$ cat src/design/tracker_record_deframer_assert.svh
// ---------------------------------------------------------------------------
// tracker record deframer assertion macros
// shared property wrappers for the deframer rtl
// ---------------------------------------------------------------------------
`ifndef TRACKER_RECORD_DEFRAMER_ASSERT_SVH
`define TRACKER_RECORD_DEFRAMER_ASSERT_SVH

// same-cycle implication
`define TRD_ASSERT_IMPL(lbl, clk, rst_n, ante, cons) \
    lbl: assert property (@(posedge clk) disable iff (!rst_n) (ante) |-> (cons)) \
        else $error("%m: same-cycle check failed");

// next-cycle implication
`define TRD_ASSERT_NEXT(lbl, clk, rst_n, ante, cons) \
    lbl: assert property (@(posedge clk) disable iff (!rst_n) (ante) |=> (cons)) \
        else $error("%m: next-cycle check failed");

`endif

$ cat src/design/trd_pkg.sv
// ---------------------------------------------------------------------------
// trd_pkg
// shared types and constants of the tracker record deframer
// ---------------------------------------------------------------------------
package trd_pkg;

    localparam int BYTE_W           = 8;
    localparam int LOW_W            = 7;
    localparam int WORD_W           = 16;
    localparam int IDX_W            = 3;
    localparam int WORDS_PER_RECORD = 6;
    localparam int QUEUE_DEPTH      = 4;

    localparam logic [IDX_W-1:0] LAST_IDX = IDX_W'(WORDS_PER_RECORD - 1);
    localparam logic [IDX_W-1:0] Z_IDX    = 3'd2;
    localparam logic [IDX_W-1:0] ANG_IDX  = 3'd3;

    localparam int POS_W = 12;
    localparam int ANG_W = 21;
    localparam int VAL_W = 21;

    localparam int MAG_W       = 16;
    localparam int RCP_W       = 21;
    localparam int SCL_W       = 20;
    localparam int DIV_W       = 19;
    localparam int RCP_SHIFT   = 16;
    localparam int PRODQ_W     = MAG_W + RCP_W;
    localparam int PRODP_W     = MAG_W + SCL_W;
    localparam int Q_W         = 21;
    localparam int PRODM_W     = Q_W + DIV_W;
    localparam int REM_W       = DIV_W + 1;

    // reciprocal scales, floor(scale * 2^16 / divisor)
    localparam logic [RCP_W-1:0] RCP_POS_SHORT = 21'd1828;
    localparam logic [RCP_W-1:0] RCP_POS_LONG  = 21'd3657;
    localparam logic [RCP_W-1:0] RCP_ANG       = 21'd1296039;

    localparam logic [SCL_W-1:0] SCL_POS_SHORT = 20'd9144;
    localparam logic [SCL_W-1:0] SCL_POS_LONG  = 20'd18288;
    localparam logic [SCL_W-1:0] SCL_ANG       = 20'd648000;

    localparam logic [DIV_W-1:0] DIV_POS = 19'd327670;
    localparam logic [DIV_W-1:0] DIV_ANG = 19'd32767;

    localparam logic [ANG_W-1:0] FULL_TURN = 21'd1296000;

    localparam int REC_W      = 3 * POS_W + 3 * ANG_W;
    localparam int OUT_DATA_W = ((REC_W + 7) / 8) * 8;

    typedef struct packed {
        logic [WORD_W-1:0] word;
        logic [IDX_W-1:0]  idx;
        logic              rng;
    } t_word_item;

endpackage

$ cat src/design/tracker_record_deframer.sv
// a record enters the output register after its last word passes the queue and s1 to s4
// throughput: one byte per cycle while the word queue has room; the converter pipeline
// accepts one word per cycle; a full output register stalls it and the word queue fills
// reset: synchronous active-low i_rst_n clears framing state, queue and valid flags
// after reset the deframer drops bytes until a start byte arrives; range select is 0
// ---------------------------------------------------------------------------
// tracker_record_deframer
// deframes six-word position/angle records from a tracker byte stream
// ---------------------------------------------------------------------------
module tracker_record_deframer #(
    parameter int QUEUE_DEPTH = trd_pkg::QUEUE_DEPTH
) (
    input  logic                            i_clk,
    input  logic                            i_rst_n,
    input  logic                            i_cfg_wr_en,
    input  logic                            i_cfg_wr_data,    // range_select
    input  logic                            i_s_axis_tvalid,
    output logic                            o_s_axis_tready,
    input  logic [trd_pkg::BYTE_W-1:0]      i_s_axis_tdata,   // rx_byte
    output logic                            o_m_axis_tvalid,
    input  logic                            i_m_axis_tready,
    // x_mm, y_mm, z_mm, yaw_arcsec, pitch_arcsec, roll_arcsec, zero pad
    output logic [trd_pkg::OUT_DATA_W-1:0]  o_m_axis_tdata
);

    logic                       w_push;
    trd_pkg::t_word_item        w_push_item;
    logic                       w_full;
    logic                       w_q_valid;
    trd_pkg::t_word_item        w_q_item;
    logic                       w_pop;
    logic [trd_pkg::REC_W-1:0]  w_rec;

    trd_front u_front (
        .i_clk         (i_clk),
        .i_rst_n       (i_rst_n),
        .i_cfg_wr_en   (i_cfg_wr_en),
        .i_cfg_wr_data (i_cfg_wr_data),
        .i_byte_vld    (i_s_axis_tvalid),
        .i_byte        (i_s_axis_tdata),
        .i_full        (w_full),
        .o_byte_rdy    (o_s_axis_tready),
        .o_push        (w_push),
        .o_item        (w_push_item)
    );

    trd_queue #(
        .DEPTH (QUEUE_DEPTH)
    ) u_queue (
        .i_clk   (i_clk),
        .i_rst_n (i_rst_n),
        .i_push  (w_push),
        .i_item  (w_push_item),
        .i_pop   (w_pop),
        .o_full  (w_full),
        .o_valid (w_q_valid),
        .o_item  (w_q_item)
    );

    trd_conv u_conv (
        .i_clk       (i_clk),
        .i_rst_n     (i_rst_n),
        .i_q_valid   (w_q_valid),
        .i_q_item    (w_q_item),
        .o_q_pop     (w_pop),
        .o_rec_valid (o_m_axis_tvalid),
        .i_rec_ready (i_m_axis_tready),
        .o_rec       (w_rec)
    );

    assign o_m_axis_tdata = trd_pkg::OUT_DATA_W'(w_rec);

endmodule

$ cat src/design/trd_front.sv
// ---------------------------------------------------------------------------
// trd_front
// byte framer: tracks record start, pairs 7-bit bytes into words
// ---------------------------------------------------------------------------
`include "tracker_record_deframer_assert.svh"

module trd_front (
    input  logic                       i_clk,
    input  logic                       i_rst_n,
    input  logic                       i_cfg_wr_en,
    input  logic                       i_cfg_wr_data,
    input  logic                       i_byte_vld,
    input  logic [trd_pkg::BYTE_W-1:0] i_byte,
    input  logic                       i_full,
    output logic                       o_byte_rdy,
    output logic                       o_push,
    output trd_pkg::t_word_item        o_item
);

    logic                        r_range_sel;
    logic                        r_wait_start;
    logic                        r_have_low;
    logic [trd_pkg::IDX_W-1:0]   r_idx;
    logic [trd_pkg::LOW_W-1:0]   r_low;
    logic                        w_acc;
    logic                        w_start;

    assign o_byte_rdy = !i_full;
    assign w_acc      = i_byte_vld && !i_full;
    assign w_start    = i_byte[trd_pkg::BYTE_W-1];

    assign o_push      = w_acc && !w_start && !r_wait_start && r_have_low;
    assign o_item.word = {i_byte[trd_pkg::LOW_W-1:0], r_low, 2'b00};
    assign o_item.idx  = r_idx;
    assign o_item.rng  = r_range_sel;

    always_ff @(posedge i_clk) begin
        if (!i_rst_n) begin
            r_range_sel  <= 1'b0;
            r_wait_start <= 1'b1;
            r_have_low   <= 1'b0;
            r_idx        <= '0;
        end else begin
            if (i_cfg_wr_en) begin
                r_range_sel <= i_cfg_wr_data;
            end
            if (w_acc) begin
                if (w_start) begin
                    r_wait_start <= 1'b0;
                    r_idx        <= '0;
                    r_have_low   <= 1'b1;
                end else if (!r_wait_start) begin
                    if (!r_have_low) begin
                        r_have_low <= 1'b1;
                    end else begin
                        r_have_low <= 1'b0;
                        if (r_idx == trd_pkg::LAST_IDX) begin
                            r_wait_start <= 1'b1;
                            r_idx        <= '0;
                        end else begin
                            r_idx <= r_idx + 1'b1;
                        end
                    end
                end
            end
        end
    end

    always_ff @(posedge i_clk) begin
        if (w_acc && (w_start || (!r_wait_start && !r_have_low))) begin
            r_low <= i_byte[trd_pkg::LOW_W-1:0];
        end
    end

    `TRD_ASSERT_IMPL(a_push_has_room, i_clk, i_rst_n, o_push, !i_full)

endmodule

$ cat src/design/trd_queue.sv
// ---------------------------------------------------------------------------
// trd_queue
// small word queue between framer and converter
// ---------------------------------------------------------------------------
`include "tracker_record_deframer_assert.svh"

module trd_queue #(
    parameter int DEPTH = trd_pkg::QUEUE_DEPTH
) (
    input  logic                i_clk,
    input  logic                i_rst_n,
    input  logic                i_push,
    input  trd_pkg::t_word_item i_item,
    input  logic                i_pop,
    output logic                o_full,
    output logic                o_valid,
    output trd_pkg::t_word_item o_item
);

    localparam int PTR_W = (DEPTH > 1) ? $clog2(DEPTH) : 1;
    localparam int CNT_W = $clog2(DEPTH + 1);

    trd_pkg::t_word_item r_mem [DEPTH];
    logic [PTR_W-1:0]    r_wr_ptr;
    logic [PTR_W-1:0]    r_rd_ptr;
    logic [CNT_W-1:0]    r_count;
    logic [CNT_W-1:0]    n_count;

    assign o_full  = (r_count == CNT_W'(DEPTH));
    assign o_valid = (r_count != '0);
    assign o_item  = r_mem[r_rd_ptr];

    always_comb begin
        n_count = r_count;
        if (i_push && !i_pop) begin
            n_count = r_count + 1'b1;
        end else if (!i_push && i_pop) begin
            n_count = r_count - 1'b1;
        end
    end

    always_ff @(posedge i_clk) begin
        if (!i_rst_n) begin
            r_wr_ptr <= '0;
            r_rd_ptr <= '0;
            r_count  <= '0;
        end else begin
            r_count <= n_count;
            if (i_push) begin
                r_wr_ptr <= (r_wr_ptr == PTR_W'(DEPTH - 1)) ? '0 : r_wr_ptr + 1'b1;
            end
            if (i_pop) begin
                r_rd_ptr <= (r_rd_ptr == PTR_W'(DEPTH - 1)) ? '0 : r_rd_ptr + 1'b1;
            end
        end
    end

    always_ff @(posedge i_clk) begin
        if (i_push) begin
            r_mem[r_wr_ptr] <= i_item;
        end
    end

    `TRD_ASSERT_IMPL(a_q_pop_not_empty, i_clk, i_rst_n, i_pop, r_count != '0)
    `TRD_ASSERT_NEXT(a_q_idle_holds, i_clk, i_rst_n, !i_push && !i_pop, $stable(r_count))

endmodule

$ cat src/design/trd_conv.sv
// ---------------------------------------------------------------------------
// trd_conv
// word converter pipeline and record assembly with output register
// ---------------------------------------------------------------------------
`include "tracker_record_deframer_assert.svh"

module trd_conv (
    input  logic                           i_clk,
    input  logic                           i_rst_n,
    input  logic                           i_q_valid,
    input  trd_pkg::t_word_item            i_q_item,
    output logic                           o_q_pop,
    output logic                           o_rec_valid,
    input  logic                           i_rec_ready,
    output logic [trd_pkg::REC_W-1:0]      o_rec
);

    localparam int MAG_W   = trd_pkg::MAG_W;
    localparam int IDX_W   = trd_pkg::IDX_W;
    localparam int Q_W     = trd_pkg::Q_W;
    localparam int VAL_W   = trd_pkg::VAL_W;
    localparam int POS_W   = trd_pkg::POS_W;
    localparam int ANG_W   = trd_pkg::ANG_W;
    localparam int PRODQ_W = trd_pkg::PRODQ_W;
    localparam int PRODP_W = trd_pkg::PRODP_W;
    localparam int PRODM_W = trd_pkg::PRODM_W;
    localparam int REM_W   = trd_pkg::REM_W;

    logic w_en;

    // stage 0 to 1: sign and magnitude
    logic             w_neg0;
    logic [MAG_W-1:0] w_mag0;
    logic             r_s1_vld;
    logic             r_s1_neg;
    logic             r_s1_rng;
    logic [IDX_W-1:0] r_s1_idx;
    logic [MAG_W-1:0] r_s1_mag;

    // stage 1 to 2: scaled products
    logic                        w_ang1;
    logic [trd_pkg::RCP_W-1:0]   w_rcp1;
    logic [trd_pkg::SCL_W-1:0]   w_scl1;
    logic [PRODQ_W-1:0]          w_prodq1;
    logic                        r_s2_vld;
    logic                        r_s2_neg;
    logic [IDX_W-1:0]            r_s2_idx;
    logic [Q_W-1:0]              r_s2_q0;
    logic [PRODP_W-1:0]          r_s2_p;

    // stage 2 to 3: quotient back-multiply
    logic [trd_pkg::DIV_W-1:0]   w_div2;
    logic                        r_s3_vld;
    logic                        r_s3_neg;
    logic [IDX_W-1:0]            r_s3_idx;
    logic [Q_W-1:0]              r_s3_q0;
    logic [PRODP_W-1:0]          r_s3_p;
    logic [PRODM_W-1:0]          r_s3_m;

    // stage 3 to 4: correction and sign fixup
    logic [trd_pkg::DIV_W-1:0]   w_div3;
    logic [REM_W-1:0]            w_div3_x;
    logic [PRODM_W-1:0]          w_diff3;
    logic [REM_W-1:0]            w_rem3;
    logic                        w_ge3;
    logic                        w_exact3;
    logic [Q_W-1:0]              w_q3;
    logic [VAL_W-1:0]            w_val3;
    logic                        r_s4_vld;
    logic [IDX_W-1:0]            r_s4_idx;
    logic [VAL_W-1:0]            r_s4_val;

    // record assembly
    logic [VAL_W-1:0]            r_vals [trd_pkg::WORDS_PER_RECORD - 1];
    logic                        r_out_valid;
    logic [trd_pkg::REC_W-1:0]   r_out;

    assign w_en    = !(r_out_valid && !i_rec_ready);
    assign o_q_pop = i_q_valid && w_en;

    assign w_neg0 = i_q_item.word[trd_pkg::WORD_W-1];
    assign w_mag0 = w_neg0 ? (~i_q_item.word + 1'b1) : i_q_item.word;

    always_comb begin
        w_ang1 = (r_s1_idx >= trd_pkg::ANG_IDX);
        if (w_ang1) begin
            w_rcp1 = trd_pkg::RCP_ANG;
            w_scl1 = trd_pkg::SCL_ANG;
        end else if (r_s1_rng) begin
            w_rcp1 = trd_pkg::RCP_POS_LONG;
            w_scl1 = trd_pkg::SCL_POS_LONG;
        end else begin
            w_rcp1 = trd_pkg::RCP_POS_SHORT;
            w_scl1 = trd_pkg::SCL_POS_SHORT;
        end
        w_prodq1 = PRODQ_W'(r_s1_mag) * PRODQ_W'(w_rcp1);
    end

    assign w_div2 = (r_s2_idx >= trd_pkg::ANG_IDX) ? trd_pkg::DIV_ANG : trd_pkg::DIV_POS;

    always_comb begin
        w_div3   = (r_s3_idx >= trd_pkg::ANG_IDX) ? trd_pkg::DIV_ANG : trd_pkg::DIV_POS;
        w_div3_x = REM_W'(w_div3);
        w_diff3  = PRODM_W'(r_s3_p) - r_s3_m;
        w_rem3   = w_diff3[REM_W-1:0];
        w_ge3    = (w_rem3 >= w_div3_x);
        w_exact3 = (w_rem3 == '0) || (w_rem3 == w_div3_x);
        w_q3     = r_s3_q0 + Q_W'(w_ge3);
        if (r_s3_idx >= trd_pkg::ANG_IDX) begin
            w_val3 = r_s3_neg ? (trd_pkg::FULL_TURN - w_q3 - Q_W'(!w_exact3)) : w_q3;
        end else begin
            w_val3 = (r_s3_neg ^ (r_s3_idx == trd_pkg::Z_IDX)) ? (~w_q3 + 1'b1) : w_q3;
        end
    end

    always_ff @(posedge i_clk) begin
        if (!i_rst_n) begin
            r_s1_vld    <= 1'b0;
            r_s2_vld    <= 1'b0;
            r_s3_vld    <= 1'b0;
            r_s4_vld    <= 1'b0;
            r_out_valid <= 1'b0;
        end else begin
            if (w_en) begin
                r_s1_vld <= o_q_pop;
                r_s2_vld <= r_s1_vld;
                r_s3_vld <= r_s2_vld;
                r_s4_vld <= r_s3_vld;
            end
            if (w_en && r_s4_vld && (r_s4_idx == trd_pkg::LAST_IDX)) begin
                r_out_valid <= 1'b1;
            end else if (i_rec_ready) begin
                r_out_valid <= 1'b0;
            end
        end
    end

    always_ff @(posedge i_clk) begin
        if (w_en) begin
            r_s1_neg <= w_neg0;
            r_s1_rng <= i_q_item.rng;
            r_s1_idx <= i_q_item.idx;
            r_s1_mag <= w_mag0;

            r_s2_neg <= r_s1_neg;
            r_s2_idx <= r_s1_idx;
            r_s2_q0  <= w_prodq1[trd_pkg::RCP_SHIFT +: Q_W];
            r_s2_p   <= PRODP_W'(r_s1_mag) * PRODP_W'(w_scl1);

            r_s3_neg <= r_s2_neg;
            r_s3_idx <= r_s2_idx;
            r_s3_q0  <= r_s2_q0;
            r_s3_p   <= r_s2_p;
            r_s3_m   <= PRODM_W'(r_s2_q0) * PRODM_W'(w_div2);

            r_s4_idx <= r_s3_idx;
            r_s4_val <= w_val3;

            if (r_s4_vld) begin
                if (r_s4_idx == trd_pkg::LAST_IDX) begin
                    r_out <= {r_s4_val[ANG_W-1:0], r_vals[4][ANG_W-1:0],
                              r_vals[3][ANG_W-1:0], r_vals[2][POS_W-1:0],
                              r_vals[1][POS_W-1:0], r_vals[0][POS_W-1:0]};
                end else begin
                    r_vals[r_s4_idx] <= r_s4_val;
                end
            end
        end
    end

    assign o_rec_valid = r_out_valid;
    assign o_rec       = r_out;

    `TRD_ASSERT_NEXT(a_last_word_loads_out, i_clk, i_rst_n,
        r_s4_vld && w_en && (r_s4_idx == trd_pkg::LAST_IDX), r_out_valid)

endmodule
$ cat config.mk
export PLATFORM = sky130hd
export DESIGN_NAME = tracker_record_deframer
export DESIGN_NICKNAME = d
export VERILOG_FILES = /design/src/design/trd_pkg.sv /design/src/design/tracker_record_deframer.sv /design/src/design/trd_front.sv /design/src/design/trd_queue.sv /design/src/design/trd_conv.sv
export VERILOG_INCLUDE_DIRS = /design/src /design/src/design
export SDC_FILE = /design/constraint.sdc
export NUM_CORES = 1
export LEC_CHECK = 0
export ABC_AREA = 1
export BUFFER_PORTS_ARGS = -buffer_cell sky130_fd_sc_hd__buf_4
export CAP_MARGIN = 30
export CORE_MARGIN = 2
export CORE_UTILIZATION = 50
export DETAILED_ROUTE_END_ITERATION = 12
export HOLD_SLACK_MARGIN = 0.03
export PLACE_DENSITY = 0.71
export SYNTH_ARGS = -nofsm -noshare
export SYNTH_HDL_FRONTEND = slang
export SYNTH_SLANG_ARGS = --single-unit
$ cat constraint.sdc
create_clock -name i_clk -period 12.9 [get_ports i_clk]
set_input_delay 3.87 -clock i_clk [delete_from_list [all_inputs] [get_ports i_clk]]
set_output_delay 3.87 -clock i_clk [all_outputs]
set_load 0.05 [all_outputs]
* Yosys cells after proc, flatten, opt, wreduce, memory -nomap -nowiden
Memories as Yosys holds them, arrays and structs flattened. A register that Yosys moved wholly into a read port is not among the register bits. Index checks and enable logic that the tools add are counted.
Word-level totals: output and inout port bits 106, register bits after elaboration 279, logic and storage cells 128, memories 2, memory bits (writable) 177, bits of input ports 14
Memory list:
- u_conv.r_vals | depth 5, width 21, rd ports 5, clocked after memory_dff 5, wr ports 1, line trd_conv.sv:74 | logic [VAL_W-1:0] r_vals [trd_pkg::WORDS_PER_RECORD - 1];
- u_queue.r_mem | depth 4, width 18, rd ports 1, clocked after memory_dff 1, wr ports 1, line trd_queue.sv:23 | trd_pkg::t_word_item r_mem [DEPTH];
Operators by class: mux-type cells 35, $lt $le $gt $ge 4, $add $sub $neg 11, bitwise operators 4, multiply operators 3, reduce and logical (&&, ||, !) cells 31, equal/unequal tests 8
Operators by type and width (number):
- 21-bit two-way mux | 4
- 19-bit two-way mux | 2
- 16-bit by 21-bit multiplier with 37-bit output | 1
- 15-bit two-way mux | 2
- 21-bit by 1-bit adder with 21-bit output | 1
- 21-bit by 1-bit adder with 21-bit output, second input constant | 1
- 21-bit by 19-bit multiplier with 20-bit output | 1
- 21-bit NOT | 1
- 21-bit by 1-bit subtractor with 21-bit output | 1
- 21-bit subtractor, first input constant | 1
- 20-bit by 19-bit equality test with 1-bit output | 1
- 20-bit by 19-bit greater-or-equal comparator with 1-bit output | 1
- 20-bit logical NOT | 1
- 16-bit by 20-bit multiplier with 20-bit output | 1
- 20-bit two-way mux | 1
- 20-bit subtractor | 1
- 3-bit two-way mux | 6
- 16-bit by 1-bit adder with 16-bit output, second input constant | 1
- 16-bit NOT | 1
- 1-bit two-way mux | 15
- 1-bit logical AND | 12
- 12-bit two-way mux | 1
- 3-bit equality test, second input constant | 3
- 3-bit by 2-bit greater-or-equal comparator with 1-bit output, second input constant | 3
- other kinds (15) | 33

* Logic depth before layout (Yosys ltp)
Gate-level depths: netlist of the first run.
depth in word-level cells 10, depth in mapped cells 45

* By module
Synthesis of the first run repeated with hierarchy kept, for this count alone.
Unflattened totals: cells, all modules 3288, area, all modules 34041.4 um^2
Modules (own cells, without submodules):
- trd_conv | cells an instance 2957, instances 1, area each 29955.0 um^2, seq. area each 9889.5 um^2
- trd_queue | cells an instance 254, instances 1, area each 3400.8 um^2, seq. area each 2582.5 um^2
- trd_front | cells an instance 71, instances 1, area each 644.4 um^2, seq. area each 330.3 um^2
- tracker_record_deframer | cells an instance 6, instances 1, area each 41.3 um^2, seq. area each 0.0 um^2

* Worst setup path after synthesis of the first run
OpenSTA, ideal clock, no wires.
path type input port to flip-flop, start point input i_m_axis_tready, end point register u_conv.r_out, in the netlist o_m_axis_tdata[0] (read register of u_conv.r_vals), enable pin, stages on the path 4, setup time 0.558 ns, path slack 0.631 ns, arrival 11.711 ns, path buffers 0, data required time 12.342 ns, path through nor2_1 inv_1 nand2_1 nor2_1
On the way: cells in the longest elaborated chain, start to end 4
Ends and longest elaborated chain:
- from (decl) | line tracker_record_deframer.sv:21 | input logic i_m_axis_tready,
- 1-bit logical NOT | line trd_conv.sv:78 | assign w_en = !(r_out_valid && !i_rec_ready);
- 1-bit logical AND | line trd_conv.sv:78
- 1-bit NOT (no line)
- 3-bit AND reduction (no line)
- to (decl) | line trd_conv.sv:76 | logic [trd_pkg::REC_W-1:0] r_out;
No other way between the ends. A chain may end at the register's enable or synchronous reset.

* Worst setup path after layout of the first run
start point register u_conv.r_s1_idx[1], end point register u_conv.r_s2_q0[17] (data pin)
On the way: cells in the longest elaborated chain, start to end 3
Ends and longest elaborated chain:
- from (decl) | line trd_conv.sv:37 | logic [IDX_W-1:0] r_s1_idx;
- from (signal assigned) | line trd_conv.sv:142 | r_s1_idx <= i_q_item.idx;
- 3-bit by 2-bit greater-or-equal comparator with 1-bit output | line trd_conv.sv:85 | w_ang1 = (r_s1_idx >= trd_pkg::ANG_IDX);
- 21-bit two-way mux | line trd_conv.sv:86 | if (w_ang1) begin
- 16-bit by 21-bit multiplier with 37-bit output | line trd_conv.sv:96 | w_prodq1 = PRODQ_W'(r_s1_mag) * PRODQ_W'(w_rcp1);
- named net u_conv.w_prodq1[33] | line trd_conv.sv:44 | logic [PRODQ_W-1:0] w_prodq1;
- to (signal assigned) | line trd_conv.sv:147 | r_s2_q0 <= w_prodq1[trd_pkg::RCP_SHIFT +: Q_W];
- to (decl) | line trd_conv.sv:48 | logic [Q_W-1:0] r_s2_q0;
The timed path passes the listed nets, and every way through them passes these cells.

==> flow_summary_export.csv, run 1 <==
group,metric,value,unit
setup_path,cp.arrival,7.58,ns
setup_path,worstPathRequired,13.21,ns
synth,synth-main-ff-cell,"edfxtp_1",
setup_path,cp_slowest_cell,"a21oi_4",
setup_path,critPathBufInv,6,
final_layout,finalInstanceArea,35100,um2
timing,worst_pin_slew,0.954,ns
clock_network,ctsResizeCount,0,
routing,routed_via_density,5.07,
place,postPlaceCellArea,33600,um2
synth,synth.distinct_cells,56,
hold_path,min_path_cells,0,
clock_network,cts_tree,"done",
clock_network,post_cts_buffers,0,
timing,fin_skew,0.0219,ns
hold_path,hp-start,"u_conv.r_vals[4][9]$_DFFE_PP_",
global_route,grt_overflow,0,
final_layout,n_antenna_cell,0,
clock_network,clk_latency,0.58,ns
clock_network,h-tree-depth,2,
routing,postRouteWirelength,68700,um
timing,tns,0,ns
timing,finalSetupViolCount,0,
flow_run,max_cap_viol_count,0,
routing,ant_nets,0,
clock_network,postCtsHoldBufs,0,
clock_network,cts-root-buf,"clkbuf_16",
timing,rsz0062_at_grt,"false",
setup_path,ff2ff_path_depth,22,
timing,hold_viol_final,0,
synth,yosysTopAreaCellShare,38.0,%
floorplan,fp.coreArea,62700,um2
floorplan,ios,120,
synth,yosys-top-cells-area,"edfxtp_1 38%, fa_1 21%, ha_1 12%",
synth,synth_top_area_cell,"edfxtp_1",
synth,synth_area,31600,um2
synth,ys_seq_area_share,39.2,%
setup_path,reg2reg_from,"u_conv.r_s1_idx[1]$_DFFE_PN_",
global_route,grt_max_degree,79,
place,dp_hpwl,56200,um
synth,async_flop_share,0,%
final_layout,drive_above_1_share,8.27,%
setup_path,regToRegSetupSlack,5.64,ns
synth,synth_edf_count,399,
timing,slew_headroom,36.2,%
routing,drc,0,
routing,first_pass_iters,6,
setup_path,crit_chain,"a21oi_4 -> nand2_2 -> nor2_1 -> inv_1 -> fa_1 -> inv_1 -> fa_1 -> inv_1 -> fa_1 -> fa_1 -> inv_1 -> fa_1 -> inv_1 -> fa_1 -> inv_1 -> ha_1 -> nand2_1 -> nor4_1 -> nand2_1 -> o211ai_1 -> a31oi_1 -> xor2_1",
timing,finalCritPeriodShare,56.3,%
synth,synthCells,2951,
global_route,antenna_found_initial,0,
hold_path,hp-class,"flop to flop",
clock_network,cts_num_sinks,419,
setup_path,cpPeakStageDelay,0.55,ns
hold_path,hold_path_end,"o_m_axis_tdata[66]$_DFFE_PP_",
setup_path,startpoint_type,"flop",
floorplan,die_h,255,um
global_route,grt.total_usage,21.7,%
setup_path,worstSetupPathType,"flop to flop",
floorplan,rows,92,
routing,drtIter0Drc,1230,
place,gp_congestion,0.953,
final_layout,layout.nets,3758,
floorplan,dieArea,65200,um2
setup_path,crit_family,"adder cells",
setup_path,cp-end-kind,"flop",
setup_path,r2r-end,"u_conv.r_s2_q0[17]$_DFFE_PN_",
timing,period_minus_slack,7.26,ns
timing,max_freq,138,MHz
synth,yosysWarnings,0,
final_layout,areaGrowthSynthToFinish,11.1,%
clock_network,clockBufferDepth,3,
place,io_buffers,114,
routing,routedWlPerCell,17.2,um
setup_path,cp_max_fo,28,
clock_network,clk_pin_slew,0.06,ns
global_route,grt_pass1_wl,109000,um
synth,avgSynthCellArea,10.7,um2
global_route,grt_pass1_vias,20400,
floorplan,initial_core_util,50.3,%
floorplan,die_w,255,um
clock_network,cts_buffers,43,
outcome,outcome,"finished clean",
timing,drv_slew,0,
routing,vias,20200,
synth,ys_ff_latch,419,
[worst register-to-register path, stage by stage (launching register included)]
cell and delay [ns]:
edfxtp_1 0.45, a21oi_4 0.56, nand2_2 0.52, nor2_1 0.40, inv_1 0.20, fa_1 0.51
inv_1 0.05, fa_1 0.49, inv_1 0.05, fa_1 0.46, fa_1 0.55, inv_1 0.06
fa_1 0.54, inv_1 0.06, fa_1 0.53, inv_1 0.05, ha_1 0.32, nand2_1 0.14
nor4_1 0.30, nand2_1 0.07, o211ai_1 0.37, a31oi_1 0.18, xor2_1 0.17
[state kept, by name (all words and copies together) (netlist names), 7 cells and up, named ones only]
signal,flops
u_conv.r_s4_val,21
u_conv.r_s2_p,15
u_conv.r_vals,78
u_front.r_low,7
u_conv.r_s3_p,15
u_conv.r_s3_m,20
u_conv.r_s3_q0,21
u_queue.r_mem,72
u_conv.r_s2_q0,21
u_conv.r_s1_mag,14
u_conv.o_rec,21
o_m_axis_tdata,78
[synth_stat cells, types with 3 or more instances]
master and count:
clkbuf_1 17, nor3_1 18, nor2_2 11, a32o_1 10, buf_4 5, o21ai_2 3
nor2_1 196, o21ai_1 3, or2_1 3, nand3_1 74, xor2_1 80, fa_1 327
o21bai_1 9, nand4_1 26, inv_1 717, a21boi_0 3, o21ai_0 84, ha_1 310
nor2_4 4, nand2_1 358, xnor2_1 49, o22ai_1 8, a21o_1 5, a31oi_1 7
nand3b_1 5, clkinv_1 4, inv_2 9, buf_2 5, edfxtp_1 399, nand2_2 13
dfxtp_1 20, a21oi_1 115, nor4_1 16, or2_2 3, o211ai_1 9
[cell type report]
cell class | count | area (um2)
clock buffers | 52 | 1150
clock inverters | 28 | 345
repair buffers | 134 | 1020
flip-flops and latches | 419 | 12400
inverters | 730 | 2750
well taps | 846 | 1060
fillers | 5308 | 27700
multi-input cells | 1779 | 16400
[through the flow]
step	setup slack, ns	hold slack (ns)	utilization, %	std cells
after floorplan	0.631	0.400	-	2955
after global placement	5.77	0.400	53.5	3907
after detailed placement	5.73	0.405	53.5	3908
after CTS	5.71	0.416	55.9	3988
after global routing	5.23	0.420	55.9	3988
final	5.64	0.417	55.9	3988
[layout by cell type, fill, tap and decap left out, types with 45 or more instances in the layout]
cell type,count
nand3_1,74
nor2_1,194
inv_1,716
a21oi_1,115
xnor2_1,49
ha_1,310
buf_4,133
edfxtp_1,399
nand2_1,358
fa_1,327
o21ai_0,84
xor2_1,80
clkbuf_16,45
[cell families (layout without fill, tap and decap cells)]
kind of cell	Yosys count	after routing	share of synthesized area, %
xor gates and xnor gates	131	131	3.72
adders and majority gates	637	637	33.0
DFF	419	419	39.2
buffers and inverters	757	944	9.08
and+or+nand+nor	735	735	9.98
other	1	5	0.0119
AOI/OAI and AO/OA	271	271	4.95
[worst max path at each step]
stage,depth (start not counted),slack [ns],start,endpoint
2_1_floorplan,4,0.63,i_m_axis_tready,o_m_axis_tdata[0]$_DFFE_PP_
5_1_grt,22,5.23,u_conv.r_s1_idx[0]$_DFFE_PN_,u_conv.r_s2_q0[14]$_DFFE_PN_
3_5_place_dp,22,5.73,u_conv.r_s1_idx[1]$_DFFE_PN_,u_conv.r_s2_q0[17]$_DFFE_PN_
4_1_cts,22,5.71,u_conv.r_s1_idx[1]$_DFFE_PN_,u_conv.r_s2_q0[17]$_DFFE_PN_
6_report,22,5.64,u_conv.r_s1_idx[1]$_DFFE_PN_,u_conv.r_s2_q0[17]$_DFFE_PN_
3_3_place_gp,7,5.77,i_m_axis_tready,o_m_axis_tdata[61]$_DFFE_PP_
[metal layers]
metal,track usage (%),up-vias,wire length (um)
met5,0,-,0
met4,7.10,0,2160
met3,3.14,116,4020
met2,38.6,601,34400
met1,27.4,9762,28200
li1,-,9725,-
Power of run 1 is left out: the tool's default activity adds up to more than one toggle a clock period on the data nets, which glitch-free logic cannot reach.
==> run 2, diff against run 1 <==
==> constraint.sdc (replaced) <==
create_clock -name i_clk -period 5.8 [get_ports i_clk]
set_input_delay 1.74 -clock i_clk [delete_from_list [all_inputs] [get_ports i_clk]]
set_output_delay 1.74 -clock i_clk [all_outputs]
set_load 0.05 [all_outputs]
==> run 2 against run 1 <==
Effect of this change:
- the flow now finishes with violations (negative setup slack)
- largest cell class unchanged
- clock skew increased by 0.016 ns
- critical path type unchanged
- register-to-register slack got worse by 5.7 ns
- fmax increased by 23%
- hold slack got worse by 0.015 ns
- final area increased by 12%
==> flow_summary_export.csv, run 2 (synthesis gave the netlist of run 1 again) <==
group,metric,value,unit
routing,ant_nets,0,
hold_path,min_path_cells,0,
clock_network,clockBufferDepth,3,
setup_path,worstSetupPathType,"flop to flop",
setup_path,cp_slowest_cell,"fa_1",
floorplan,fp.coreArea,62700,um2
final_layout,drive_above_1_share,24.8,%
final_layout,nFillCells,4829,
routing,drc,0,
global_route,antenna_found_initial,1,
routing,vias,21400,
timing,finalCritPeriodShare,102,%
clock_network,cts_tree,"done",
clock_network,cts_buffers,42,
final_layout,layout.nets,4090,
floorplan,die_w,255,um
setup_path,reg2reg_from,"u_conv.r_s1_idx[0]$_DFFE_PN_",
setup_path,cp-end-kind,"flop",
timing,slew_headroom,34.1,%
final_layout,areaGrowthSynthToFinish,24.0,%
setup_path,startpoint_type,"flop",
setup_path,cp.arrival,6.22,ns
timing,period_minus_slack,5.91,ns
flow_run,max_cap_viol_count,0,
global_route,grt_pass1_vias,21400,
clock_network,clk_latency,0.59,ns
timing,worst_pin_slew,0.988,ns
routing,routedWlPerCell,16.6,um
routing,postRouteWirelength,71700,um
setup_path,cpPeakStageDelay,0.54,ns
setup_path,crit_chain,"a21oi_4 -> buf_12 -> nand2_8 -> buf_12 -> nor2_2 -> inv_1 -> fa_1 -> fa_1 -> inv_1 -> fa_1 -> fa_1 -> inv_1 -> fa_1 -> inv_1 -> ha_4 -> ha_4 -> nand2_1 -> buf_4 -> nor4_2 -> nand4_1 -> o211ai_1 -> a21oi_1 -> xor2_1",
global_route,grt_overflow,0,
final_layout,final_common_cell,"inv_1",
global_route,grt_max_degree,147,
clock_network,cts-root-buf,"clkbuf_16",
floorplan,die_h,255,um
setup_path,r2r-end,"u_conv.r_s2_q0[19]$_DFFE_PN_",
timing,fin_skew,0.0375,ns
setup_path,regToRegSetupSlack,-0.11,ns
place,dp_hpwl,56700,um
timing,timing.final.ws_setup,-0.110,ns
timing,hold_viol_final,0,
clock_network,cts_num_sinks,419,
hold_path,hold_path_end,"o_m_axis_tdata[30]$_DFFE_PP_",
clock_network,postCtsHoldBufs,0,
setup_path,cpMostUsedCell,"fa_1",
clock_network,h-tree-depth,2,
global_route,grt.total_usage,22.1,%
timing,max_freq,169,MHz
routing,drtIter0Drc,1257,
setup_path,cp_max_fo,7,
final_layout,seqCellArea,12400,um2
setup_path,worstPathRequired,6.11,ns
final_layout,multi_input_area,17900,um2
timing,rsz0062_at_grt,"true",
hold_path,hp-class,"flop to flop",
final_layout,n_antenna_cell,0,
outcome,outcome,"finished, violations left",
routing,routed_via_density,4.95,
outcome,violations,"negative setup slack",
final_layout,final_cell_mix,"673 x inv_1, 440 x buf_4, 399 x edfxtp_1, 317 x fa_1, 316 x nand2_1",
hold_path,hp-start,"u_conv.r_vals[2][6]$_DFFE_PP_",
place,dp_slack,-0.354,ns
place,gp_congestion,0.942,
floorplan,dieArea,65200,um2
place,io_buffers,114,
global_route,grt_pass1_wl,111000,um
clock_network,clk_pin_slew,0.06,ns
floorplan,initial_core_util,50.3,%
timing,tns,-0.888,ns
timing,finalSetupViolCount,16,
floorplan,ios,120,
floorplan,rows,92,
routing,first_pass_iters,5,
setup_path,ff2ff_path_depth,23,
timing,drv_slew,0,
==> run 2: timing repair <==
| item | CTS | global route |
|---|---|---|
| pin swaps | 56 | 180 |
| setup endpoints to repair | 34 | 44 |
| gates cloned | 3 | 1 |
| setup buffers | 19 | 26 |
| gates resized for setup | 107 | 233 |
| endpoints found under the hold margin | 0 | 0 |
==> run 2: area by class of cell <==
class	instances	area share (%)
clock buffer	45	2.71
clock inverter	31	0.793
inverter	730	7.04
multi-input combinational	1780	45.6
sequential	419	31.6
tap	846	2.70
timing repair buffer	466	9.49
==> run 2: through the flow <==
| stage | utilization (%) | cells | hold WS (ns) | cell area, um2 |
|---|---|---|---|---|
| 6_report | 62.4 | 4317 | 0.402 | 39100 |
| 3_5_place_dp | 57.3 | 4195 | 0.405 | 36000 |
| 2_1_floorplan | - | 2955 | 0.400 | 31800 |
| 3_3_place_gp | 57.3 | 4195 | 0.401 | 36000 |
| 4_1_cts | 60.5 | 4293 | 0.398 | 38000 |
| 5_1_grt | 62.4 | 4317 | 0.409 | 39100 |
==> run 2: worst max-delay path, delay by kind of cell (launching register included) <==
kind / cells / cell delay (ns)
adders and majority gates: 7 / 3.08
and+or+nand+nor: 5 / 0.68
buffers and inverters: 7 / 0.75
xor gates and xnor gates: 1 / 0.18
DFF: 1 / 0.43
AOI/OAI and AO/OA: 3 / 0.50
==> run 2: how the worst max path moves through the flow <==
stage / end / cells past startpoint / start / slack [ns]
finish: u_conv.r_s2_q0[19]$_DFFE_PN_ / 23 / u_conv.r_s1_idx[0]$_DFFE_PN_ / -0.11
global route: u_conv.r_s2_q0[11]$_DFFE_PN_ / 27 / u_conv.r_s1_idx[1]$_DFFE_PN_ / -0.31
CTS: u_conv.r_s2_q0[17]$_DFFE_PN_ / 24 / u_conv.r_s1_idx[1]$_DFFE_PN_ / -0.09
detailed placement: u_conv.r_s2_q0[16]$_DFFE_PN_ / 21 / u_conv.r_s1_idx[0]$_DFFE_PN_ / -0.35
global placement: u_conv.r_s2_q0[16]$_DFFE_PN_ / 18 / u_conv.r_s1_idx[0]$_DFFE_PN_ / -0.29
floorplan: u_conv.r_s2_q0[11]$_DFFE_PN_ / 25 / u_conv.r_s1_idx[0]$_DFFE_PN_ / -0.12
==> run 2: routing by layer <==
metal / wire, um / up-vias / GRT usage [%]
met1: 30100 / 10300 / 28.4
met2: 35500 / 545 / 38.2
li1: - / 10400 / -
met3: 3860 / 122 / 3.90
met4: 2200 / 2 / 6.92
met5: 13 / - / 0
Power of run 2 is left out for the same reason.
